`src/jacs_pkg.sv`:
```
// ----------------------------------------------------------------------------
// jacs_pkg: shared types and constants for the joystick axis calibrator
// Field widths, register layout, reset calibrations and the request formats
// passed between the front end, the queue and the scaling back end.
// ----------------------------------------------------------------------------
package jacs_pkg;

  // Sample and calibration field widths
  localparam int SAMPLE_BITS = 12;
  localparam int CAL_W       = 13;
  localparam int NUM_CH      = 4;
  localparam int REG_W       = 3 * CAL_W;

  // Result field widths
  localparam int LEVER_W = 7;
  localparam int AXIS_W  = 8;

  // Defaults for top level parameters
  localparam int FULL_SCALE_DEF  = 100;
  localparam int QUEUE_DEPTH_DEF = 2;

  // Channel roles: channel 1 is the lever, channels 0 and 2 are inverted axes
  localparam int               CH_LEVER    = 1;
  localparam logic [NUM_CH-1:0] AXIS_INVERT = 4'b0101;

  // Configuration port layout: 64-bit registers at 8-byte strides
  localparam int APB_DATA_W = 64;
  localparam int REG_IDX_W  = $clog2(NUM_CH);
  localparam int APB_ADDR_W = REG_IDX_W + 3;

  typedef enum logic [REG_IDX_W-1:0] {
    REG_CAL_CH0 = 2'd0,
    REG_CAL_CH1 = 2'd1,
    REG_CAL_CH2 = 2'd2,
    REG_CAL_CH3 = 2'd3
  } reg_idx_t;

  // Calibration register: max in the top field, min in the bottom one
  typedef struct packed {
    logic [CAL_W-1:0] cal_max;
    logic [CAL_W-1:0] cal_mid;
    logic [CAL_W-1:0] cal_min;
  } cal_t;

  localparam cal_t CAL_RESET_CENTRED = '{cal_max: 13'd4096, cal_mid: 13'd2048,
                                         cal_min: 13'd0};
  localparam cal_t CAL_RESET_LEVER   = '{cal_max: 13'd4096, cal_mid: 13'd0,
                                         cal_min: 13'd0};

  // Input request: four raw samples
  typedef struct packed {
    logic [SAMPLE_BITS-1:0] raw_ch0;
    logic [SAMPLE_BITS-1:0] raw_ch1;
    logic [SAMPLE_BITS-1:0] raw_ch2;
    logic [SAMPLE_BITS-1:0] raw_ch3;
  } in_item_t;

  // Result request: four scaled values
  typedef struct packed {
    logic        [LEVER_W-1:0] out_lever;
    logic signed [AXIS_W-1:0]  out_first;
    logic signed [AXIS_W-1:0]  out_second;
    logic signed [AXIS_W-1:0]  out_third;
  } out_item_t;

  // Position of a clamped sample relative to the centre
  typedef enum logic [1:0] {
    SIDE_MID  = 2'd0,
    SIDE_UP   = 2'd1,
    SIDE_DOWN = 2'd2
  } side_t;

  // Classified channel as handed from front end to back end
  typedef struct packed {
    logic [CAL_W-1:0] val;
    side_t            side;
  } chan_class_t;

  typedef chan_class_t [NUM_CH-1:0] front_item_t;

endpackage

```
`src/joystick_axis_calibrate_scale_core.sv`:
```
// ----------------------------------------------------------------------------
// joystick_axis_calibrate_scale_core: four-channel stick calibration
// Holds the calibration registers and joins intake, queue and scaling.
// ----------------------------------------------------------------------------
// Accepts one set of four samples per clock while in_stall is low and
// returns one result per set, in order. Each result passes the intake
// register, which loads at the accept, then one queue slot, one setup stage,
// one divider stage per quotient bit in each channel's divider lane, and the
// output register. Calibration registers sit at byte addresses 0, 8, 16 and
// 24 and should be written only while no request is in flight.
module joystick_axis_calibrate_scale_core import jacs_pkg::*; #(
  parameter int FULL_SCALE  = FULL_SCALE_DEF,
  parameter int QUEUE_DEPTH = QUEUE_DEPTH_DEF
) (
  input  logic                  clk,
  input  logic                  rst_n,
  input  logic                  in_valid,
  output logic                  in_stall,
  input  in_item_t              in_data,
  output logic                  out_valid,
  input  logic                  out_stall,
  output out_item_t             out_data,
  input  logic                  psel,
  input  logic                  penable,
  input  logic                  pwrite,
  input  logic [APB_ADDR_W-1:0] paddr,
  input  logic [APB_DATA_W-1:0] pwdata,
  output logic [APB_DATA_W-1:0] prdata,
  output logic                  pready
);

  cal_t [NUM_CH-1:0] cal_r;
  reg_idx_t          reg_idx;
  logic              wr_en;
  logic              push, push_ready, pop, empty;
  front_item_t       push_item, head;

  assign pready  = 1'b1;
  assign wr_en   = psel && penable && pwrite && pready;
  assign reg_idx = reg_idx_t'(paddr[APB_ADDR_W-1:3]);
  assign prdata  = APB_DATA_W'(cal_r[reg_idx]);

  // Write calibration registers
  always_ff @(posedge clk) begin
    if (!rst_n) begin
      for (int c = 0; c < NUM_CH; c++) begin
        cal_r[c] <= (c == CH_LEVER) ? CAL_RESET_LEVER : CAL_RESET_CENTRED;
      end
    end else if (wr_en) begin
      case (reg_idx)
        REG_CAL_CH0: cal_r[0] <= cal_t'(pwdata[REG_W-1:0]);
        REG_CAL_CH1: cal_r[1] <= cal_t'(pwdata[REG_W-1:0]);
        REG_CAL_CH2: cal_r[2] <= cal_t'(pwdata[REG_W-1:0]);
        REG_CAL_CH3: cal_r[3] <= cal_t'(pwdata[REG_W-1:0]);
        default: ;
      endcase
    end
  end

  jacs_front u_front (
    .clk        (clk),
    .rst_n      (rst_n),
    .cal        (cal_r),
    .in_valid   (in_valid),
    .in_stall   (in_stall),
    .in_data    (in_data),
    .push       (push),
    .push_ready (push_ready),
    .push_item  (push_item)
  );

  jacs_queue #(
    .DEPTH (QUEUE_DEPTH)
  ) u_queue (
    .clk        (clk),
    .rst_n      (rst_n),
    .push       (push),
    .push_ready (push_ready),
    .push_item  (push_item),
    .pop        (pop),
    .empty      (empty),
    .head       (head)
  );

  jacs_back #(
    .FULL_SCALE (FULL_SCALE)
  ) u_back (
    .clk       (clk),
    .rst_n     (rst_n),
    .cal       (cal_r),
    .head      (head),
    .empty     (empty),
    .pop       (pop),
    .out_valid (out_valid),
    .out_stall (out_stall),
    .out_data  (out_data)
  );

endmodule

```
`src/jacs_front.sv`:
```
// ----------------------------------------------------------------------------
// jacs_front: sample intake and classification
// Clamps each raw sample to its calibrated range, sorts it against the centre
// and holds the classified request until the queue takes it.
// ----------------------------------------------------------------------------
module jacs_front import jacs_pkg::*; (
  input  logic                    clk,
  input  logic                    rst_n,
  input  cal_t [NUM_CH-1:0]       cal,
  input  logic                    in_valid,
  output logic                    in_stall,
  input  in_item_t                in_data,
  output logic                    push,
  input  logic                    push_ready,
  output front_item_t             push_item
);

  localparam int CMP_W = (SAMPLE_BITS > CAL_W) ? SAMPLE_BITS : CAL_W;

  logic        item_vld_r;
  front_item_t item_r;
  front_item_t item_nxt;
  logic        adv;
  logic [SAMPLE_BITS-1:0] raw [NUM_CH];

  // Gather samples by channel number
  always_comb begin
    raw[0] = in_data.raw_ch0;
    raw[1] = in_data.raw_ch1;
    raw[2] = in_data.raw_ch2;
    raw[3] = in_data.raw_ch3;
  end

  // Clamp low bound first, then high bound, and classify against centre
  always_comb begin
    logic [CMP_W-1:0] v;
    logic [CAL_W-1:0] cv;
    for (int c = 0; c < NUM_CH; c++) begin
      v = CMP_W'(raw[c]);
      if (v < CMP_W'(cal[c].cal_min)) v = CMP_W'(cal[c].cal_min);
      if (v > CMP_W'(cal[c].cal_max)) v = CMP_W'(cal[c].cal_max);
      cv = CAL_W'(v);
      item_nxt[c].val = cv;
      if (c == CH_LEVER || cv > cal[c].cal_mid) begin
        item_nxt[c].side = SIDE_UP;
      end else if (cv < cal[c].cal_mid) begin
        item_nxt[c].side = SIDE_DOWN;
      end else begin
        item_nxt[c].side = SIDE_MID;
      end
    end
  end

  assign adv       = !item_vld_r || push_ready;
  assign in_stall  = !adv;
  assign push      = item_vld_r && push_ready;
  assign push_item = item_r;

  // Advance the holding register
  always_ff @(posedge clk) begin
    if (!rst_n) begin
      item_vld_r <= 1'b0;
    end else if (adv) begin
      item_vld_r <= in_valid;
    end
  end

  always_ff @(posedge clk) begin
    if (adv && in_valid) begin
      item_r <= item_nxt;
    end
  end

  // A held request stays put until the queue takes it
  a_hold: assert property (@(posedge clk) disable iff (!rst_n)
    (item_vld_r && !push_ready) |=> (item_vld_r && $stable(item_r)))
    else $error("front request changed while the queue was full");

endmodule

```
`src/jacs_queue.sv`:
```
// ----------------------------------------------------------------------------
// jacs_queue: short queue between front end and back end
// Small register queue so intake and scaling can stall independently.
// ----------------------------------------------------------------------------
module jacs_queue import jacs_pkg::*; #(
  parameter int DEPTH = QUEUE_DEPTH_DEF
) (
  input  logic        clk,
  input  logic        rst_n,
  input  logic        push,
  output logic        push_ready,
  input  front_item_t push_item,
  input  logic        pop,
  output logic        empty,
  output front_item_t head
);

  localparam int PTR_W = (DEPTH > 1) ? $clog2(DEPTH) : 1;
  localparam int CNT_W = $clog2(DEPTH + 1);

  front_item_t      mem_r [DEPTH];
  logic [PTR_W-1:0] wr_ptr_r, wr_ptr_nxt;
  logic [PTR_W-1:0] rd_ptr_r, rd_ptr_nxt;
  logic [CNT_W-1:0] count_r, count_nxt;

  assign push_ready = (count_r != CNT_W'(DEPTH));
  assign empty      = (count_r == '0);
  assign head       = mem_r[rd_ptr_r];

  // Advance pointers with wrap and track the fill level
  always_comb begin
    wr_ptr_nxt = wr_ptr_r;
    rd_ptr_nxt = rd_ptr_r;
    count_nxt  = count_r;
    if (push) begin
      wr_ptr_nxt = (wr_ptr_r == PTR_W'(DEPTH - 1)) ? '0 : wr_ptr_r + PTR_W'(1);
    end
    if (pop) begin
      rd_ptr_nxt = (rd_ptr_r == PTR_W'(DEPTH - 1)) ? '0 : rd_ptr_r + PTR_W'(1);
    end
    case ({push, pop})
      2'b10:   count_nxt = count_r + CNT_W'(1);
      2'b01:   count_nxt = count_r - CNT_W'(1);
      default: count_nxt = count_r;
    endcase
  end

  always_ff @(posedge clk) begin
    if (!rst_n) begin
      wr_ptr_r <= '0;
      rd_ptr_r <= '0;
      count_r  <= '0;
    end else begin
      wr_ptr_r <= wr_ptr_nxt;
      rd_ptr_r <= rd_ptr_nxt;
      count_r  <= count_nxt;
    end
  end

  always_ff @(posedge clk) begin
    if (push) begin
      mem_r[wr_ptr_r] <= push_item;
    end
  end

  a_no_overflow: assert property (@(posedge clk) disable iff (!rst_n)
    !(push && !push_ready))
    else $error("queue written while full");

  a_no_underflow: assert property (@(posedge clk) disable iff (!rst_n)
    !(pop && empty))
    else $error("queue read while empty");

endmodule

```
`src/jacs_div.sv`:
```
// ----------------------------------------------------------------------------
// jacs_div: pipelined restoring divider lane
// Resolves one quotient bit per stage; the quotient is known to fit QW bits.
// A preset quotient with a zero dividend and nonzero divisor passes unchanged.
// ----------------------------------------------------------------------------
module jacs_div #(
  parameter int QW    = 7,
  parameter int NUM_W = 20,
  parameter int DIV_W = 13
) (
  input  logic             clk,
  input  logic             en,
  input  logic [NUM_W-1:0] in_num,
  input  logic [DIV_W-1:0] in_div,
  input  logic [QW-1:0]    in_quo,
  output logic [QW-1:0]    out_quo
);

  logic [NUM_W-1:0] rem_r   [QW];
  logic [DIV_W-1:0] div_r   [QW];
  logic [QW-1:0]    quo_r   [QW];
  logic [NUM_W-1:0] rem_in  [QW];
  logic [DIV_W-1:0] div_in  [QW];
  logic [QW-1:0]    quo_in  [QW];
  logic [NUM_W-1:0] rem_nxt [QW];
  logic [QW-1:0]    quo_nxt [QW];

  // Compare and subtract the shifted divisor, most significant bit first
  always_comb begin
    logic [NUM_W-1:0] shifted;
    logic             ge;
    for (int k = 0; k < QW; k++) begin
      if (k == 0) begin
        rem_in[k] = in_num;
        div_in[k] = in_div;
        quo_in[k] = in_quo;
      end else begin
        rem_in[k] = rem_r[k-1];
        div_in[k] = div_r[k-1];
        quo_in[k] = quo_r[k-1];
      end
      shifted    = NUM_W'(div_in[k]) << (QW - 1 - k);
      ge         = (rem_in[k] >= shifted);
      rem_nxt[k] = ge ? (rem_in[k] - shifted) : rem_in[k];
      quo_nxt[k] = quo_in[k] | (ge ? (QW'(1) << (QW - 1 - k)) : '0);
    end
  end

  // Advance all stages together
  always_ff @(posedge clk) begin
    if (en) begin
      for (int k = 0; k < QW; k++) begin
        rem_r[k] <= rem_nxt[k];
        div_r[k] <= div_in[k];
        quo_r[k] <= quo_nxt[k];
      end
    end
  end

  assign out_quo = quo_r[QW-1];

endmodule

```
`src/jacs_back.sv`:
```
// ----------------------------------------------------------------------------
// jacs_back: scaling back end
// Forms distance and span per channel, catches zero span and saturation,
// runs the four divider lanes in step and registers the results, axes signed.
// ----------------------------------------------------------------------------
module jacs_back import jacs_pkg::*; #(
  parameter int FULL_SCALE = FULL_SCALE_DEF
) (
  input  logic              clk,
  input  logic              rst_n,
  input  cal_t [NUM_CH-1:0] cal,
  input  front_item_t       head,
  input  logic              empty,
  output logic              pop,
  output logic              out_valid,
  input  logic              out_stall,
  output out_item_t         out_data
);

  localparam int QW    = $clog2(FULL_SCALE + 1);
  localparam int NUM_W = CAL_W + QW;

  logic                adv;
  logic                s0_vld_r;
  logic [NUM_W-1:0]    s0_num_r [NUM_CH];
  logic [CAL_W-1:0]    s0_div_r [NUM_CH];
  logic [QW-1:0]       s0_quo_r [NUM_CH];
  logic [NUM_CH-1:0]   s0_neg_r;
  logic [NUM_W-1:0]    s0_num_nxt [NUM_CH];
  logic [CAL_W-1:0]    s0_div_nxt [NUM_CH];
  logic [QW-1:0]       s0_quo_nxt [NUM_CH];
  logic [NUM_CH-1:0]   s0_neg_nxt;
  logic [QW-1:0]       lane_quo [NUM_CH];
  logic [QW-1:0]       ln_vld_r;
  logic [NUM_CH-1:0]   ln_neg_r [QW];
  logic                out_valid_r;
  out_item_t           out_data_r;
  out_item_t           out_data_nxt;

  assign adv = !out_valid_r || !out_stall;
  assign pop = adv && !empty;

  // Pick distance and span for each side, preset quotient for special cases
  always_comb begin
    logic signed [CAL_W:0] v, lo, mid, hi, delta, span;
    logic                  zero, sat;
    for (int c = 0; c < NUM_CH; c++) begin
      v     = $signed({1'b0, head[c].val});
      lo    = $signed({1'b0, cal[c].cal_min});
      mid   = $signed({1'b0, cal[c].cal_mid});
      hi    = $signed({1'b0, cal[c].cal_max});
      delta = '0;
      span  = '0;
      zero  = 1'b0;
      if (c == CH_LEVER) begin
        delta = v - lo;
        span  = hi - lo;
      end else begin
        case (head[c].side)
          SIDE_UP: begin
            delta = v - mid;
            span  = hi - mid;
          end
          SIDE_DOWN: begin
            delta = mid - v;
            span  = mid - lo;
          end
          default: zero = 1'b1;
        endcase
      end
      zero = zero || (span <= 0);
      sat  = !zero && (delta >= span);
      if (zero || sat) begin
        s0_num_nxt[c] = '0;
        s0_div_nxt[c] = CAL_W'(1);
        s0_quo_nxt[c] = sat ? QW'(FULL_SCALE) : '0;
      end else begin
        s0_num_nxt[c] = NUM_W'(NUM_W'(delta[CAL_W-1:0]) * NUM_W'(FULL_SCALE));
        s0_div_nxt[c] = span[CAL_W-1:0];
        s0_quo_nxt[c] = '0;
      end
      s0_neg_nxt[c] = (c != CH_LEVER) &&
                      ((head[c].side == SIDE_DOWN) ^ AXIS_INVERT[c]);
    end
  end

  // Register the prepared dividends
  always_ff @(posedge clk) begin
    if (adv) begin
      s0_num_r <= s0_num_nxt;
      s0_div_r <= s0_div_nxt;
      s0_quo_r <= s0_quo_nxt;
      s0_neg_r <= s0_neg_nxt;
    end
  end

  // One divider lane per channel
  for (genvar c = 0; c < NUM_CH; c++) begin : g_lane
    jacs_div #(
      .QW    (QW),
      .NUM_W (NUM_W),
      .DIV_W (CAL_W)
    ) u_div (
      .clk     (clk),
      .en      (adv),
      .in_num  (s0_num_r[c]),
      .in_div  (s0_div_r[c]),
      .in_quo  (s0_quo_r[c]),
      .out_quo (lane_quo[c])
    );
  end

  // Carry valid and sign flags alongside the lanes
  always_ff @(posedge clk) begin
    if (!rst_n) begin
      s0_vld_r    <= 1'b0;
      ln_vld_r    <= '0;
      out_valid_r <= 1'b0;
    end else if (adv) begin
      s0_vld_r    <= pop;
      ln_vld_r    <= {ln_vld_r[QW-2:0], s0_vld_r};
      out_valid_r <= ln_vld_r[QW-1];
    end
  end

  always_ff @(posedge clk) begin
    if (adv) begin
      for (int k = 0; k < QW; k++) begin
        ln_neg_r[k] <= (k == 0) ? s0_neg_r : ln_neg_r[(k == 0) ? 0 : k - 1];
      end
    end
  end

  // Apply sign and trim to the result field widths
  always_comb begin
    logic [AXIS_W-1:0] m0, m2, m3;
    m0 = AXIS_W'(lane_quo[0]);
    m2 = AXIS_W'(lane_quo[2]);
    m3 = AXIS_W'(lane_quo[3]);
    out_data_nxt.out_lever  = LEVER_W'(lane_quo[CH_LEVER]);
    out_data_nxt.out_first  = ln_neg_r[QW-1][0] ? -m0 : m0;
    out_data_nxt.out_third  = ln_neg_r[QW-1][2] ? -m2 : m2;
    out_data_nxt.out_second = ln_neg_r[QW-1][3] ? -m3 : m3;
  end

  always_ff @(posedge clk) begin
    if (adv) begin
      out_data_r <= out_data_nxt;
    end
  end

  assign out_valid = out_valid_r;
  assign out_data  = out_data_r;

  // A stalled result blocks the queue read
  a_stall_no_pop: assert property (@(posedge clk) disable iff (!rst_n)
    (out_valid_r && out_stall) |-> !pop)
    else $error("queue popped while result stalled");

  // Lane quotients never exceed full scale
  a_quo_range: assert property (@(posedge clk) disable iff (!rst_n)
    ln_vld_r[QW-1] |-> ((lane_quo[0] <= QW'(FULL_SCALE)) &&
                        (lane_quo[1] <= QW'(FULL_SCALE)) &&
                        (lane_quo[2] <= QW'(FULL_SCALE)) &&
                        (lane_quo[3] <= QW'(FULL_SCALE))))
    else $error("divider lane quotient above full scale");

endmodule

```
`config.mk`:
```
export PLATFORM = sky130hd
export DESIGN_NAME = joystick_axis_calibrate_scale_core
export DESIGN_NICKNAME = d
export VERILOG_FILES = /design/src/jacs_pkg.sv /design/src/joystick_axis_calibrate_scale_core.sv /design/src/jacs_front.sv /design/src/jacs_queue.sv /design/src/jacs_div.sv /design/src/jacs_back.sv
export SDC_FILE = /design/constraint.sdc
export NUM_CORES = 2
export LEC_CHECK = 0
export ABC_CLOCK_PERIOD_IN_PS = 37700
export BUFFER_PORTS_ARGS = -buffer_cell sky130_fd_sc_hd__buf_4
export CAP_MARGIN = 20
export CORE_MARGIN = 4
export CORE_UTILIZATION = 48
export DETAILED_ROUTE_END_ITERATION = 8
export SETUP_SLACK_MARGIN = 0.5
export SLEW_MARGIN = 20
export SYNTH_ARGS = -nofsm -noshare
export SYNTH_HDL_FRONTEND = slang
export SYNTH_SLANG_ARGS = --single-unit
```
`constraint.sdc`:
```
create_clock -name clk -period 37.7 [get_ports clk]
set_clock_uncertainty 0.05 [all_clocks]
set_input_delay 3.77 -clock clk [delete_from_list [all_inputs] [get_ports clk]]
set_output_delay 3.77 -clock clk [all_outputs]
set_load 0.05 [all_outputs]
```
==> out/results.ini <==
[clock_network]
insertion_delay_ns = 0.80
cts_tree = built
clk_path_buf_depth = 3
post_cts_buffers = 0
cts_root_buffer = clkbuf_16
path_clk_slew_ns = 0.06
cts.repair.resized = 0
cts.sinks = 1404
cts_buffers = 156
cts_hold_buf = 0
htree_levels = 4

[worst_setup_path]
worst_path_max_delay_cell = a211oi_1
cp.arrival_ns = 10.02
start_kind = input port
end_kind = register
crit_top_cell = o21a_1
critPathKind = input port to register
cp_max_fo = 13
cpPeakStageDelay_ns = 0.55
crit_required_ns = 38.19

[pwr]
p_per_area_nw_per_um2 = 82.4
ir_drop_mv = 0.0666
finalPower_uw = 7900
p_leak_uw = 0.0383

[timing]
slew_headroom_pct = 21.3
finalSetupViolations = 0
timing.final.crit_share_pct = 25.3
finalCriticalPeriod_ns = 9.52
fin_ws_ns = 28.18
hold_violations = 0
finalMaxSlewViolations = 0
worst_pin_slew_ns = 1.18
max_freq_mhz = 105
final.setup.tns_ns = 0
grt_setup_unrepaired = false

[final_layout]
drive_gt1_share_pct = 9.06
multiInputGateArea_um2 = 42600
nFillCells = 15600
regArea_um2 = 40500
layout.nets = 9442
syn2layout_area_growth_pct = 10.2

[logic_synthesis]
ys.flop_type = edfxtp_1
seq_area_frac_synth_pct = 46.5
synthCells = 8165
synth.largest_area_cell = edfxtp_1
ys_async_sr_fraction_pct = 0
yosys-top-cells-area = edfxtp_1 (43%), ha_1 (13%), dfxtp_1 (3.9%)
yosys_register_bits = 1404
synth_cell_types = 99
syn_area_um2 = 87100
syn_area_per_cell_um2 = 10.7
synth_edf_count = 1233
yosysWarnings = 0
yosysTopAreaCellShare_pct = 42.5

[place]
place_hpwl_um = 153000
pre_cts_ws_ns = 27.49
gp_congestion = 0.905
io_buffers = 167

[routing]
drt-total-wl_um = 198000
antenna_left = 0
drc = 0
num_vias = 59300
drtIter0Drc = 3862
wl_per_cell_um = 18.3
routed_via_density = 5.47
drt_pass1_iterations = 5

[status]
status = finished clean

[min_path]
hold_class = register to register

[global_route]
grt_pass1_wl_um = 314000
grtUsageTotal_pct = 20.9
antenna_found_initial = 12
grt_start_max_net_pins = 199
grt-ovfl-total = 0
grt_pass1_vias = 58000

[die]
dieArea_um2 = 188000
start_util_pct = 48.2
io_pins = 222
die_h_um = 434
rows = 156
core-area_um2 = 181000
die_w_um = 434

[run]
cap_violations = 0

==> layer usage <==
| metal | up-vias | GRT usage, % | routed length (um) |
|---|---|---|---|
| met3 | 323 | 2.93 | 8460 |
| met2 | 1205 | 35.0 | 92500 |
| met5 | - | 0 | 7 |
| met4 | 2 | 6.53 | 6070 |
| met1 | 28000 | 28.2 | 91000 |
| li1 | 29800 | - | - |
==> area by class of cell <==
cell class	instances	share of cell area [%]
multi-input combinational	5711	44.4
sequential	1404	42.2
clock buffer	200	4.39
inverter	849	3.33
tap	2370	3.09
timing repair buffer	210	1.67
clock inverter	82	0.943
antenna	4	0.0104
==> worst max-delay path, delay by kind of cell <==
| family | cells | cell delay [ns] |
|---|---|---|
| adder cells (fa/ha/maj) | 3 | 0.86 |
| multiplexers | 2 | 0.82 |
| buffers and inverters | 2 | 0.44 |
| AO/OA/AOI/OAI | 18 | 3.49 |
| AND/OR/NAND/NOR | 5 | 0.63 |
==> cell usage after synthesis, types with 18 or more instances <==
| master | count |
|---|---|
| o21ai_0 | 374 |
| mux2i_1 | 78 |
| edfxtp_1 | 1233 |
| a211oi_1 | 65 |
| and3_1 | 44 |
| buf_4 | 29 |
| xor2_1 | 183 |
| a21o_1 | 175 |
| o31ai_1 | 37 |
| o211ai_1 | 43 |
| inv_1 | 846 |
| nor3_1 | 153 |
| mux2_2 | 183 |
| xnor2_1 | 247 |
| nor4_1 | 43 |
| mux4_2 | 39 |
| ha_1 | 916 |
| o41ai_1 | 21 |
| clkbuf_1 | 169 |
| and2_1 | 30 |
| nor2_1 | 544 |
| fa_1 | 70 |
| a31oi_1 | 40 |
| dfxtp_1 | 171 |
| nand4_1 | 66 |
| a21boi_0 | 184 |
| nand2b_1 | 124 |
| nand2_1 | 688 |
| or2_2 | 72 |
| o21a_1 | 112 |
| nor4b_1 | 18 |
| nor2b_1 | 114 |
| a22oi_1 | 33 |
| or3_1 | 61 |
| nand3_1 | 104 |
| a21oi_1 | 479 |
| o21bai_1 | 53 |
| o22ai_1 | 23 |
==> metrics by stage <==
| stage | hold WS, ns | utilization, % | instances | instance area (um^2) |
|---|---|---|---|---|
| 2_1_floorplan | 0.350 | - | 8189 | 87100 |
| 3_3_place_gp | 0.350 | 50.3 | 10500 | 90800 |
| 4_1_cts | 0.349 | 53.1 | 10800 | 95900 |
| 3_5_place_dp | 0.355 | 50.3 | 10500 | 90800 |
| 6_report | 0.351 | 53.1 | 10800 | 95900 |
| 5_1_grt | 0.357 | 53.1 | 10800 | 95900 |
==> registers in the layout (all words and copies together) (netlist names), 2 cells and up, named ones only <==
name	flops
u_back.s0_quo_r	4
cal_r	156
u_back.out_data	31
u_back.s0_num_r	72
u_back.g_lane.u_div.div_r	312
u_back.g_lane.u_div.rem_r	436
u_back.ln_vld_r	7
u_back.s0_div_r	52
u_queue.mem_r	116
u_back.ln_neg_r	21
u_back.s0_neg_r	3
u_front.push_item	58
u_queue.count_r	2
u_back.g_lane.u_div.quo_r	128
==> worst paths after layout <==
path	cells past startpoint	to	from	slack, ns
worst max-delay path	30	u_front.push_item[45]$_SDFFCE_PN1P_	in_data[1]	28.18
worst min-delay path	0	u_back.g_lane[3].u_div.quo_r[5][4]$_DFFE_PP_	u_back.g_lane[3].u_div.quo_r[4][4]$_DFFE_PP_	0.35
worst max register to register	21	u_back.s0_num_r[78]$_SDFFCE_PP0P_	register	30.57
worst min register to register	0	u_back.g_lane[3].u_div.quo_r[5][4]$_DFFE_PP_	u_back.g_lane[3].u_div.quo_r[4][4]$_DFFE_PP_	0.35
==> report_power, final <==
| group | total, uW | switching [uW] | leakage, uW | internal (uW) |
|---|---|---|---|---|
| Clock | 1500 | 620 | 0.00247 | 877 |
| Sequential | 2580 | 237 | 0.0148 | 2350 |
| Combinational | 3820 | 2120 | 0.0210 | 1700 |
| Total | 7900 | 2980 | 0.0383 | 4930 |
==> cells by family (layout without fill, tap and decap cells) <==
family / count (synthesis) / after routing / synth area share, %
AND/OR/NAND/NOR: 2153 / 2153 / 11.8
AO/OA/AOI/OAI: 1814 / 1814 / 13.5
flip-flops: 1404 / 1404 / 46.5
buffers and inverters: 1074 / 1341 / 4.79
adder cells (fa/ha/maj): 986 / 986 / 14.8
XOR/XNOR: 430 / 430 / 4.33
multiplexers: 302 / 302 / 4.31
other: 2 / 30 / 0.00863
==> cells in the final DEF, fill, tap and decap left out, types with 184 or more instances in the layout <==
cell type	count
a21boi_0	184
a21oi_1	479
buf_4	208
edfxtp_1	1233
ha_1	916
inv_1	846
nand2_1	686
nor2_1	543
o21ai_0	373
xnor2_1	247
Power figures use the tool's default switching activity.
